## config.mk

```make
export PLATFORM = sky130hd
export DESIGN_NAME = length_prefixed_key_parser_top_flat
export DESIGN_NICKNAME = d
export VERILOG_FILES = /design/src/rtl/lpkp_pkg.sv /design/src/rtl/lpkp_if.sv /design/src/rtl/lpkp_in_reg.sv /design/src/rtl/lpkp_core.sv /design/src/rtl/lpkp_out_reg.sv /design/src/rtl/length_prefixed_key_parser_top.sv /design/src/flat_wrapper.sv
export VERILOG_INCLUDE_DIRS = /design/src /design/src/rtl
export SDC_FILE = /design/constraint.sdc
export NUM_CORES = 1
export LEC_CHECK = 0
export BUFFER_PORTS_ARGS = -buffer_cell sky130_fd_sc_hd__buf_2
export CORE_UTILIZATION = 50
export DETAILED_ROUTE_END_ITERATION = 16
export GPL_ROUTABILITY_DRIVEN = 0
export PLACE_DENSITY = 0.75
export REMOVE_ABC_BUFFERS = 1
export SYNTH_ARGS = -nofsm -noshare
export SYNTH_HDL_FRONTEND = slang
export SYNTH_SLANG_ARGS = --single-unit
```

## constraint.sdc

```tcl
create_clock -name i_clk -period 2.9 [get_ports i_clk]
set_input_delay 0.29 -clock i_clk [delete_from_list [all_inputs] [get_ports i_clk]]
set_output_delay 0.29 -clock i_clk [all_outputs]
set_load 0.1 [all_outputs]
```

## src/rtl/length_prefixed_key_parser_top_macros.svh

```systemverilog
// Assertion helpers for the parser RTL.
`ifndef LENGTH_PREFIXED_KEY_PARSER_TOP_MACROS_SVH
`define LENGTH_PREFIXED_KEY_PARSER_TOP_MACROS_SVH

// Same-cycle implication, checked while out of reset.
`define LPKP_ASSERT_IMP(lbl, clk, rstn, ante, cons) \
    lbl: assert property (@(posedge clk) disable iff (!(rstn)) (ante) |-> (cons)) \
        else $error("lpkp: same-cycle check failed");

// Next-cycle implication, checked while out of reset.
`define LPKP_ASSERT_NXT(lbl, clk, rstn, ante, cons) \
    lbl: assert property (@(posedge clk) disable iff (!(rstn)) (ante) |=> (cons)) \
        else $error("lpkp: next-cycle check failed");

`endif

```

## src/rtl/lpkp_pkg.sv

```systemverilog
`timescale 1ns / 1ps
package lpkp_pkg;

    localparam int unsigned DEF_MAX_COMPONENTS = 8;
    localparam int unsigned DEF_LONG_MARKER    = 255;

    localparam int unsigned BYTE_W  = 8;
    localparam int unsigned LEN_W   = 16;
    localparam int unsigned IDX_W   = 3;
    localparam int unsigned COMP_W  = 4;
    localparam int unsigned KIND_W  = 2;

    typedef logic [KIND_W-1:0] t_kind;

    localparam t_kind KIND_HEADER  = 2'd0;
    localparam t_kind KIND_START   = 2'd1;
    localparam t_kind KIND_PAYLOAD = 2'd2;
    localparam t_kind KIND_IGNORED = 2'd3;

    typedef struct packed {
        logic [BYTE_W-1:0] key_byte;
        logic              end_of_key;
    } t_in_item;

    typedef struct packed {
        t_kind             byte_kind;
        logic [IDX_W-1:0]  component_index;
        logic [LEN_W-1:0]  component_length;
        logic [BYTE_W-1:0] payload_byte;
        logic              key_done;
        logic              truncated;
    } t_result;

endpackage

```

## src/rtl/lpkp_if.sv

```systemverilog
`timescale 1ns / 1ps
// Byte request channel into the parser.
interface lpkp_in_if;
    logic       valid;
    logic       ready;
    logic [7:0] key_byte;
    logic       end_of_key;

    modport source (output valid, output key_byte, output end_of_key, input ready);
    modport sink   (input valid, input key_byte, input end_of_key, output ready);
endinterface

// Per-byte classification channel out of the parser.
interface lpkp_out_if;
    logic        valid;
    logic        ready;
    logic [1:0]  byte_kind;
    logic [2:0]  component_index;
    logic [15:0] component_length;
    logic [7:0]  payload_byte;
    logic        key_done;
    logic        truncated;

    modport source (output valid, output byte_kind, output component_index,
                    output component_length, output payload_byte, output key_done,
                    output truncated, input ready);
    modport sink   (input valid, input byte_kind, input component_index,
                    input component_length, input payload_byte, input key_done,
                    input truncated, output ready);
endinterface

```

## src/rtl/lpkp_in_reg.sv

```systemverilog
`timescale 1ns / 1ps
module lpkp_in_reg (
    input  logic              i_clk,
    input  logic              i_rst_n,
    lpkp_in_if.sink           i_key,
    input  logic              i_take,
    output logic              o_valid,
    output lpkp_pkg::t_in_item o_item
);
    import lpkp_pkg::*;

    logic     r_valid;
    t_in_item r_item;
    logic     w_accept;

    // Open the slot when empty or when the held request moves on.
    assign i_key.ready = !r_valid || i_take;
    assign w_accept    = i_key.valid && i_key.ready;

    always_ff @(posedge i_clk) begin
        if (!i_rst_n) begin
            r_valid <= 1'b0;
        end else if (w_accept) begin
            r_valid <= 1'b1;
        end else if (i_take) begin
            r_valid <= 1'b0;
        end
    end

    always_ff @(posedge i_clk) begin
        if (w_accept) begin
            r_item.key_byte   <= i_key.key_byte;
            r_item.end_of_key <= i_key.end_of_key;
        end
    end

    assign o_valid = r_valid;
    assign o_item  = r_item;
endmodule

```

## src/rtl/lpkp_core.sv

```systemverilog
`timescale 1ns / 1ps
`include "length_prefixed_key_parser_top_macros.svh"
module lpkp_core #(
    parameter int unsigned MAX_COMPONENTS = lpkp_pkg::DEF_MAX_COMPONENTS,
    parameter int unsigned LONG_MARKER    = lpkp_pkg::DEF_LONG_MARKER
) (
    input  logic               i_clk,
    input  logic               i_rst_n,
    input  logic               i_step,
    input  lpkp_pkg::t_in_item i_item,
    output lpkp_pkg::t_result  o_result
);
    import lpkp_pkg::*;

    localparam logic [1:0] PH_HEADER  = 2'd0;
    localparam logic [1:0] PH_LEN_HI  = 2'd1;
    localparam logic [1:0] PH_LEN_LO  = 2'd2;
    localparam logic [1:0] PH_PAYLOAD = 2'd3;

    localparam logic [COMP_W-1:0] COMP_LIMIT = COMP_W'(MAX_COMPONENTS);
    localparam logic [BYTE_W-1:0] MARKER     = BYTE_W'(LONG_MARKER);

    logic [1:0]        r_phase,  n_phase;
    logic [LEN_W-1:0]  r_remain, n_remain;
    logic [COMP_W-1:0] r_comp,   n_comp;
    logic [BYTE_W-1:0] r_len_hi, n_len_hi;

    logic [LEN_W-1:0]  w_len;
    logic [LEN_W-1:0]  w_remain_dec;
    logic [COMP_W-1:0] w_idx;
    t_kind             w_kind;
    logic              w_start;

    always_comb begin
        n_phase      = r_phase;
        n_remain     = r_remain;
        n_comp       = r_comp;
        n_len_hi     = r_len_hi;
        w_kind       = KIND_IGNORED;
        w_idx        = '0;
        w_len        = '0;
        w_start      = 1'b0;
        w_remain_dec = r_remain - LEN_W'(1);

        unique case (r_phase)
            PH_HEADER: begin
                if (r_comp >= COMP_LIMIT) begin
                    w_kind = KIND_IGNORED;
                end else if (i_item.key_byte == MARKER) begin
                    w_kind  = KIND_HEADER;
                    w_idx   = r_comp;
                    n_phase = PH_LEN_HI;
                end else begin
                    w_kind  = KIND_START;
                    w_len   = LEN_W'(i_item.key_byte);
                    w_start = 1'b1;
                end
            end
            PH_LEN_HI: begin
                w_kind   = KIND_HEADER;
                w_idx    = r_comp;
                n_len_hi = i_item.key_byte;
                n_phase  = PH_LEN_LO;
            end
            PH_LEN_LO: begin
                w_kind  = KIND_START;
                w_len   = {r_len_hi, i_item.key_byte};
                w_start = 1'b1;
            end
            PH_PAYLOAD: begin
                w_kind   = KIND_PAYLOAD;
                w_idx    = r_comp - COMP_W'(1);
                n_remain = w_remain_dec;
                if (w_remain_dec == '0) begin
                    n_phase = PH_HEADER;
                end
            end
            default: begin
                n_phase = PH_HEADER;
            end
        endcase

        // Open a component: take its index, load the payload count.
        if (w_start) begin
            w_idx    = r_comp;
            n_comp   = r_comp + COMP_W'(1);
            n_remain = w_len;
            n_phase  = (w_len != '0) ? PH_PAYLOAD : PH_HEADER;
        end

        o_result.byte_kind        = w_kind;
        o_result.component_index  = w_idx[IDX_W-1:0];
        o_result.component_length = w_len;
        o_result.payload_byte     = (w_kind == KIND_PAYLOAD) ? i_item.key_byte : '0;
        o_result.key_done         = i_item.end_of_key;
        o_result.truncated        = i_item.end_of_key && (n_phase != PH_HEADER);

        // Drop all parse state at the end of a key.
        if (i_item.end_of_key) begin
            n_phase  = PH_HEADER;
            n_remain = '0;
            n_comp   = '0;
            n_len_hi = '0;
        end
    end

    always_ff @(posedge i_clk) begin
        if (!i_rst_n) begin
            r_phase  <= PH_HEADER;
            r_remain <= '0;
            r_comp   <= '0;
            r_len_hi <= '0;
        end else if (i_step) begin
            r_phase  <= n_phase;
            r_remain <= n_remain;
            r_comp   <= n_comp;
            r_len_hi <= n_len_hi;
        end
    end

    `LPKP_ASSERT_IMP(a_comp_bounded, i_clk, i_rst_n, 1'b1, r_comp <= COMP_LIMIT)
    `LPKP_ASSERT_IMP(a_payload_nonzero, i_clk, i_rst_n, r_phase == PH_PAYLOAD, r_remain != '0)
    `LPKP_ASSERT_NXT(a_end_clears, i_clk, i_rst_n, i_step && i_item.end_of_key,
                     r_phase == PH_HEADER && r_comp == '0)
endmodule

```

## src/rtl/lpkp_out_reg.sv

```systemverilog
`timescale 1ns / 1ps
module lpkp_out_reg (
    input  logic              i_clk,
    input  logic              i_rst_n,
    input  logic              i_load,
    input  lpkp_pkg::t_result i_result,
    output logic              o_can_load,
    lpkp_out_if.source        o_res
);
    import lpkp_pkg::*;

    logic    r_valid;
    t_result r_result;

    // Take a new result when empty or when the held one leaves this cycle.
    assign o_can_load = !r_valid || o_res.ready;

    always_ff @(posedge i_clk) begin
        if (!i_rst_n) begin
            r_valid <= 1'b0;
        end else if (i_load) begin
            r_valid <= 1'b1;
        end else if (o_res.ready) begin
            r_valid <= 1'b0;
        end
    end

    always_ff @(posedge i_clk) begin
        if (i_load) begin
            r_result <= i_result;
        end
    end

    assign o_res.valid            = r_valid;
    assign o_res.byte_kind        = r_result.byte_kind;
    assign o_res.component_index  = r_result.component_index;
    assign o_res.component_length = r_result.component_length;
    assign o_res.payload_byte     = r_result.payload_byte;
    assign o_res.key_done         = r_result.key_done;
    assign o_res.truncated        = r_result.truncated;
endmodule

```

## src/rtl/length_prefixed_key_parser_top.sv

```systemverilog
`timescale 1ns / 1ps
// Length-prefixed compound key parser.
// i_key carries one encoded key byte per request, with end_of_key set on the
// last byte of a key. o_res returns exactly one classification per byte:
// header byte, component start (index and decoded length), payload byte, or
// ignored once MAX_COMPONENTS components have started. A header byte equal to
// LONG_MARKER announces a two-byte length, high byte first.
// A byte accepted into the input register passes through the combinational
// core into the result register once that register has room.
// Throughput: one byte per cycle unless o_res stalls. Phase, remaining-count
// and component counter update as a byte moves on to the result register.
// The end of a key returns the parser to the header phase; a key ending with
// length or payload bytes still due is flagged truncated.
// Reset (i_rst_n low, synchronous) empties both registers and clears the parse
// state to the header phase with zero components.
// When the receiver stalls, the result register holds its request, an empty
// input register takes one more byte, then i_key.ready drops until o_res drains.
module length_prefixed_key_parser_top #(
    parameter int unsigned MAX_COMPONENTS = lpkp_pkg::DEF_MAX_COMPONENTS,
    parameter int unsigned LONG_MARKER    = lpkp_pkg::DEF_LONG_MARKER
) (
    input  logic        i_clk,
    input  logic        i_rst_n,
    lpkp_in_if.sink     i_key,
    lpkp_out_if.source  o_res
);
    import lpkp_pkg::*;

    logic     w_in_valid;
    t_in_item w_in_item;
    t_result  w_result;
    logic     w_can_load;
    logic     w_step;

    // Advance the held byte whenever the result register has room.
    assign w_step = w_in_valid && w_can_load;

    lpkp_in_reg u_in_reg (
        .i_clk   (i_clk),
        .i_rst_n (i_rst_n),
        .i_key   (i_key),
        .i_take  (w_can_load),
        .o_valid (w_in_valid),
        .o_item  (w_in_item)
    );

    lpkp_core #(
        .MAX_COMPONENTS (MAX_COMPONENTS),
        .LONG_MARKER    (LONG_MARKER)
    ) u_core (
        .i_clk    (i_clk),
        .i_rst_n  (i_rst_n),
        .i_step   (w_step),
        .i_item   (w_in_item),
        .o_result (w_result)
    );

    lpkp_out_reg u_out_reg (
        .i_clk      (i_clk),
        .i_rst_n    (i_rst_n),
        .i_load     (w_step),
        .i_result   (w_result),
        .o_can_load (w_can_load),
        .o_res      (o_res)
    );
endmodule

```

## src/flat_wrapper.sv

```systemverilog
// flat-port wrapper written by rule: the top's interface ports become plain ports
module length_prefixed_key_parser_top_flat import lpkp_pkg::*;
#(
    parameter int unsigned MAX_COMPONENTS = lpkp_pkg::DEF_MAX_COMPONENTS,
    parameter int unsigned LONG_MARKER    = lpkp_pkg::DEF_LONG_MARKER
)
  (i_clk, i_rst_n, i_key_valid, i_key_key_byte, i_key_end_of_key, i_key_ready, o_res_valid, o_res_byte_kind, o_res_component_index, o_res_component_length, o_res_payload_byte, o_res_key_done, o_res_truncated, o_res_ready);
  lpkp_in_if i_key_i ();
  lpkp_out_if o_res_i ();
  input  logic i_clk;
  input  logic i_rst_n;
  input wire logic [$bits(i_key_i.valid)-1:0] i_key_valid;
  input wire logic [$bits(i_key_i.key_byte)-1:0] i_key_key_byte;
  input wire logic [$bits(i_key_i.end_of_key)-1:0] i_key_end_of_key;
  output wire logic [$bits(i_key_i.ready)-1:0] i_key_ready;
  output wire logic [$bits(o_res_i.valid)-1:0] o_res_valid;
  output wire logic [$bits(o_res_i.byte_kind)-1:0] o_res_byte_kind;
  output wire logic [$bits(o_res_i.component_index)-1:0] o_res_component_index;
  output wire logic [$bits(o_res_i.component_length)-1:0] o_res_component_length;
  output wire logic [$bits(o_res_i.payload_byte)-1:0] o_res_payload_byte;
  output wire logic [$bits(o_res_i.key_done)-1:0] o_res_key_done;
  output wire logic [$bits(o_res_i.truncated)-1:0] o_res_truncated;
  input wire logic [$bits(o_res_i.ready)-1:0] o_res_ready;
  assign i_key_i.valid = i_key_valid;
  assign i_key_i.key_byte = i_key_key_byte;
  assign i_key_i.end_of_key = i_key_end_of_key;
  assign i_key_ready = i_key_i.ready;
  assign o_res_valid = o_res_i.valid;
  assign o_res_byte_kind = o_res_i.byte_kind;
  assign o_res_component_index = o_res_i.component_index;
  assign o_res_component_length = o_res_i.component_length;
  assign o_res_payload_byte = o_res_i.payload_byte;
  assign o_res_key_done = o_res_i.key_done;
  assign o_res_truncated = o_res_i.truncated;
  assign o_res_i.ready = o_res_ready;
  length_prefixed_key_parser_top #(.MAX_COMPONENTS(MAX_COMPONENTS), .LONG_MARKER(LONG_MARKER)) u_core (.i_clk(i_clk), .i_rst_n(i_rst_n), .i_key(i_key_i), .o_res(o_res_i));
endmodule
```

==> flow_metrics.tcl <==
set metrics [dict create \
    cts_resized 0 \
    rsz0062_at_grt "no" \
    worst_pin_slew_ps 866 \
    placementRows 29 \
    tritoncts "yes" \
    gr-usage-met3 0.0619 \
    detail_route.wl_per_cell_um 18.1 \
    track_usage 0.244 \
    area_growth_pct 16.3 \
    p_seq_frac 0.479 \
    pwr_density_cell_nw_per_um2 605 \
    root_buffer "clkbuf_8" \
    synthCells 340 \
    dr.pass1.iters 7 \
    initial_core_util 0.529 \
    die_h_um 84.7 \
    die_x_um 84.7 \
    place_area_sq_um 3760 \
    grtUsageMet1 0.318 \
    io_buffers 45 \
    syn_area_per_cell_sq_um 10.1 \
    synth-seq-cells 72 \
    slew_headroom 0.417 \
    slew_viol_final 0 \
    grtUsageMet2 0.390 \
    drive_gt1_frac 0.197 \
    crit_path_end_kind "flip-flop" \
    hold_viol_final 0 \
    final_area_sq_um 3970 \
    crit_type "reg -> reg" \
    cp.required_ps 2960 \
    totalPowerFinal_mw 2.40 \
    fmax_mhz 388 \
    final_antenna_net_count 0 \
    switching_share 0.293 \
    clock-sinks 72 \
    arrival_ps 2640 \
    htreeDepth 3 \
    finalCritPeriodShare 0.889 \
    clock_path_buffers 2 \
    hold_path_class "in -> reg" \
    comb_power_share 0.167 \
    cp_max_fo 9 \
    diodes 0 \
    synthArstFlopShare 0 \
    final_util 0.615 \
    finalSetupTns_ps 0 \
    seq_area_frac_synth 0.539 \
    ir_worst_vdd_uv 314 \
    antenna_found_initial 0 \
    drc_errors 0 \
    yosysWarnings 0 \
    grt_pass1_wl_mm 13.3 \
    grt_pass1_vias 2637 \
    ys_types 50 \
    clkPwrFrac 0.354 \
    setup-violations-final 0 \
    hpwl_mm 5.67 \
    drt-vias-per-instance 6.29 \
    synthFlopType "edfxtp_1" \
    grt_busiest_layer "met2" \
    status "finished, final reports clean" \
    fin_skew_ps 10.4 \
    clk_latency_ps 350 \
    internal_power_mw 1.70 \
    dieArea_sq_um 7170 \
    cts_hold_buf 0 \
    fin_crit_ps 2580 \
    worst_setup_path_start_kind "flip-flop" \
    via_count 2973 \
    maxCapViolCount 0 \
    grt_overflow 0 \
    drtIter0Drc 386 \
    clk_pin_slew_worst_paths_ps 70 \
    syn_area_sq_um 3420 \
    synth_edf_count 40 \
    wl_mm 8.57 \
    io-pin-count 46 \
    p_sw_mw 0.705 \
    core_sq_um 6460 \
    post_cts_buffers 0 \
    cts_buffers 9 \
    leakage_nw 1.50 \
    nNetsFinal 408 \
    grt_max_degree 35 \
]
==> state kept, by name (all words and copies together), names as in the netlist <==
register                                 count
u_core.u_out_reg.o_res.truncated             1
u_core.u_core.r_comp                         4
u_core.u_core.r_remain                      16
u_core.u_in_reg.o_item                       9
u_core.u_out_reg.o_res.byte_kind             2
u_core.u_out_reg.o_res.component_index       3
u_core.u_out_reg.o_res.component_length     16
u_core.u_core.r_len_hi                       8
u_core.u_out_reg.o_res.payload_byte          8
u_core.u_out_reg.o_res.key_done              1
u_core.u_out_reg.o_res.valid                 1
u_core.u_in_reg.o_valid                      1
u_core.u_core.r_phase                        2
==> cells in the mapped netlist (all sizes together) (4+ instances only) <==
library cell | count | share of area
a21oi | 30 | 0.044
a22oi | 9 | 0.020
a32oi | 4 | 0.010
and2 | 17 | 0.031
and3 | 8 | 0.015
buf | 4 | 0.0066
clkbuf | 14 | 0.015
dfxtp | 32 | 0.19
edfxtp | 40 | 0.35
ha | 4 | 0.015
inv | 11 | 0.012
nand2 | 24 | 0.026
nand2b | 4 | 0.0073
nand3 | 9 | 0.013
nand4 | 7 | 0.013
nor2 | 26 | 0.029
nor3 | 9 | 0.013
nor4 | 10 | 0.022
o211ai | 6 | 0.013
o21ai | 14 | 0.021
o22ai | 6 | 0.011
o31ai | 4 | 0.0088
or4 | 5 | 0.013
xnor2 | 6 | 0.015
==> per-layer routing <==
metal / part of all wire / up-vias / routed length (um)
met5: 0 / - / 0
met4: 0.032 / 0 / 278
met3: 0.074 / 29 / 632
met2: 0.47 / 159 / 3990
met1: 0.43 / 1395 / 3670
li1: - / 1390 / -
==> power by group through the flow <==
stage                     Combinational [mW]  Clock, mW  Sequential [mW]
after floorplan                        0.159          0             1.31
after global placement                 0.392          0             1.17
after detailed placement               0.395          0             1.17
after CTS                              0.397      0.857             1.15
after global routing                   0.424      0.906             1.15
final                                  0.401      0.852             1.15
==> worst max-delay path: stages (launching register included) <==
cell and delay (ps):
dfxtp_1 380, inv_1 90, ha_1 280, nor3b_1 620
a31oi_1 170, a211o_1 330, a211oi_1 290, a311oi_1 140
==> cell type report <==
| cell class | instances | area (sq um) |
|---|---|---|
| clock buffer | 10 | 128 |
| clock inverter | 6 | 83.8 |
| fill | 548 | 2490 |
| inverter | 11 | 41.3 |
| multi-input combinational | 239 | 1460 |
| sequential | 72 | 1840 |
| tap | 77 | 96.3 |
| timing repair buffer | 58 | 323 |
==> final timing paths <==
check	start	to	slack, ps	cells past startpoint
min reg2reg	u_core.u_core.r_comp[0]$_SDFFE_PN0P_	u_core.u_core.r_comp[0]$_SDFFE_PN0P_	500	2
max	u_core.u_core.r_remain[0]$_SDFFE_PN0P_	u_core.u_out_reg.o_res.truncated$_DFFE_PP_	320	7
min	i_key_key_byte[1]	u_core.u_in_reg.o_item[2]$_DFFE_PP_	120	1
max reg2reg	u_core.u_core.r_remain[0]$_SDFFE_PN0P_	u_core.u_out_reg.o_res.truncated$_DFFE_PP_	320	7
==> cell families (layout without fill, tap and decap cells) <==
| family | Yosys count | after routing | share of synthesized area |
|---|---|---|---|
| fa+ha+maj | 4 | 4 | 0.0146 |
| xor+xnor | 8 | 8 | 0.0205 |
| compound gates | 91 | 91 | 0.172 |
| simple gates | 136 | 136 | 0.220 |
| buf+inv | 29 | 85 | 0.0341 |
| flops | 72 | 72 | 0.539 |
==> per-stage QoR <==
step / setup slack (ps) / hold slack, ps / std cells
after floorplan: 22.6 / 389 / 322
after global placement: 502 / 466 / 457
after detailed placement: 396 / 468 / 457
after CTS: 363 / 105 / 473
after global routing: 124 / 98.3 / 473
final: 321 / 115 / 473
==> cells in the final DEF (no fill, tap or decap), types with 6 or more instances in the layout <==
cell type / instances
edfxtp_1: 40
nor3_1: 9
a22oi_1: 9
dfxtp_1: 32
buf_2: 45
and3_1: 8
nand3_1: 9
o211ai_1: 6
xnor2_1: 6
clkbuf_8: 9
o21ai_0: 13
nor2_1: 26
a21oi_1: 30
o22ai_1: 6
and2_1: 17
buf_4: 13
inv_1: 11
nand2_1: 24
nand4_1: 7
nor4_1: 8
Note: power is estimated with default switching activity, not from simulation.
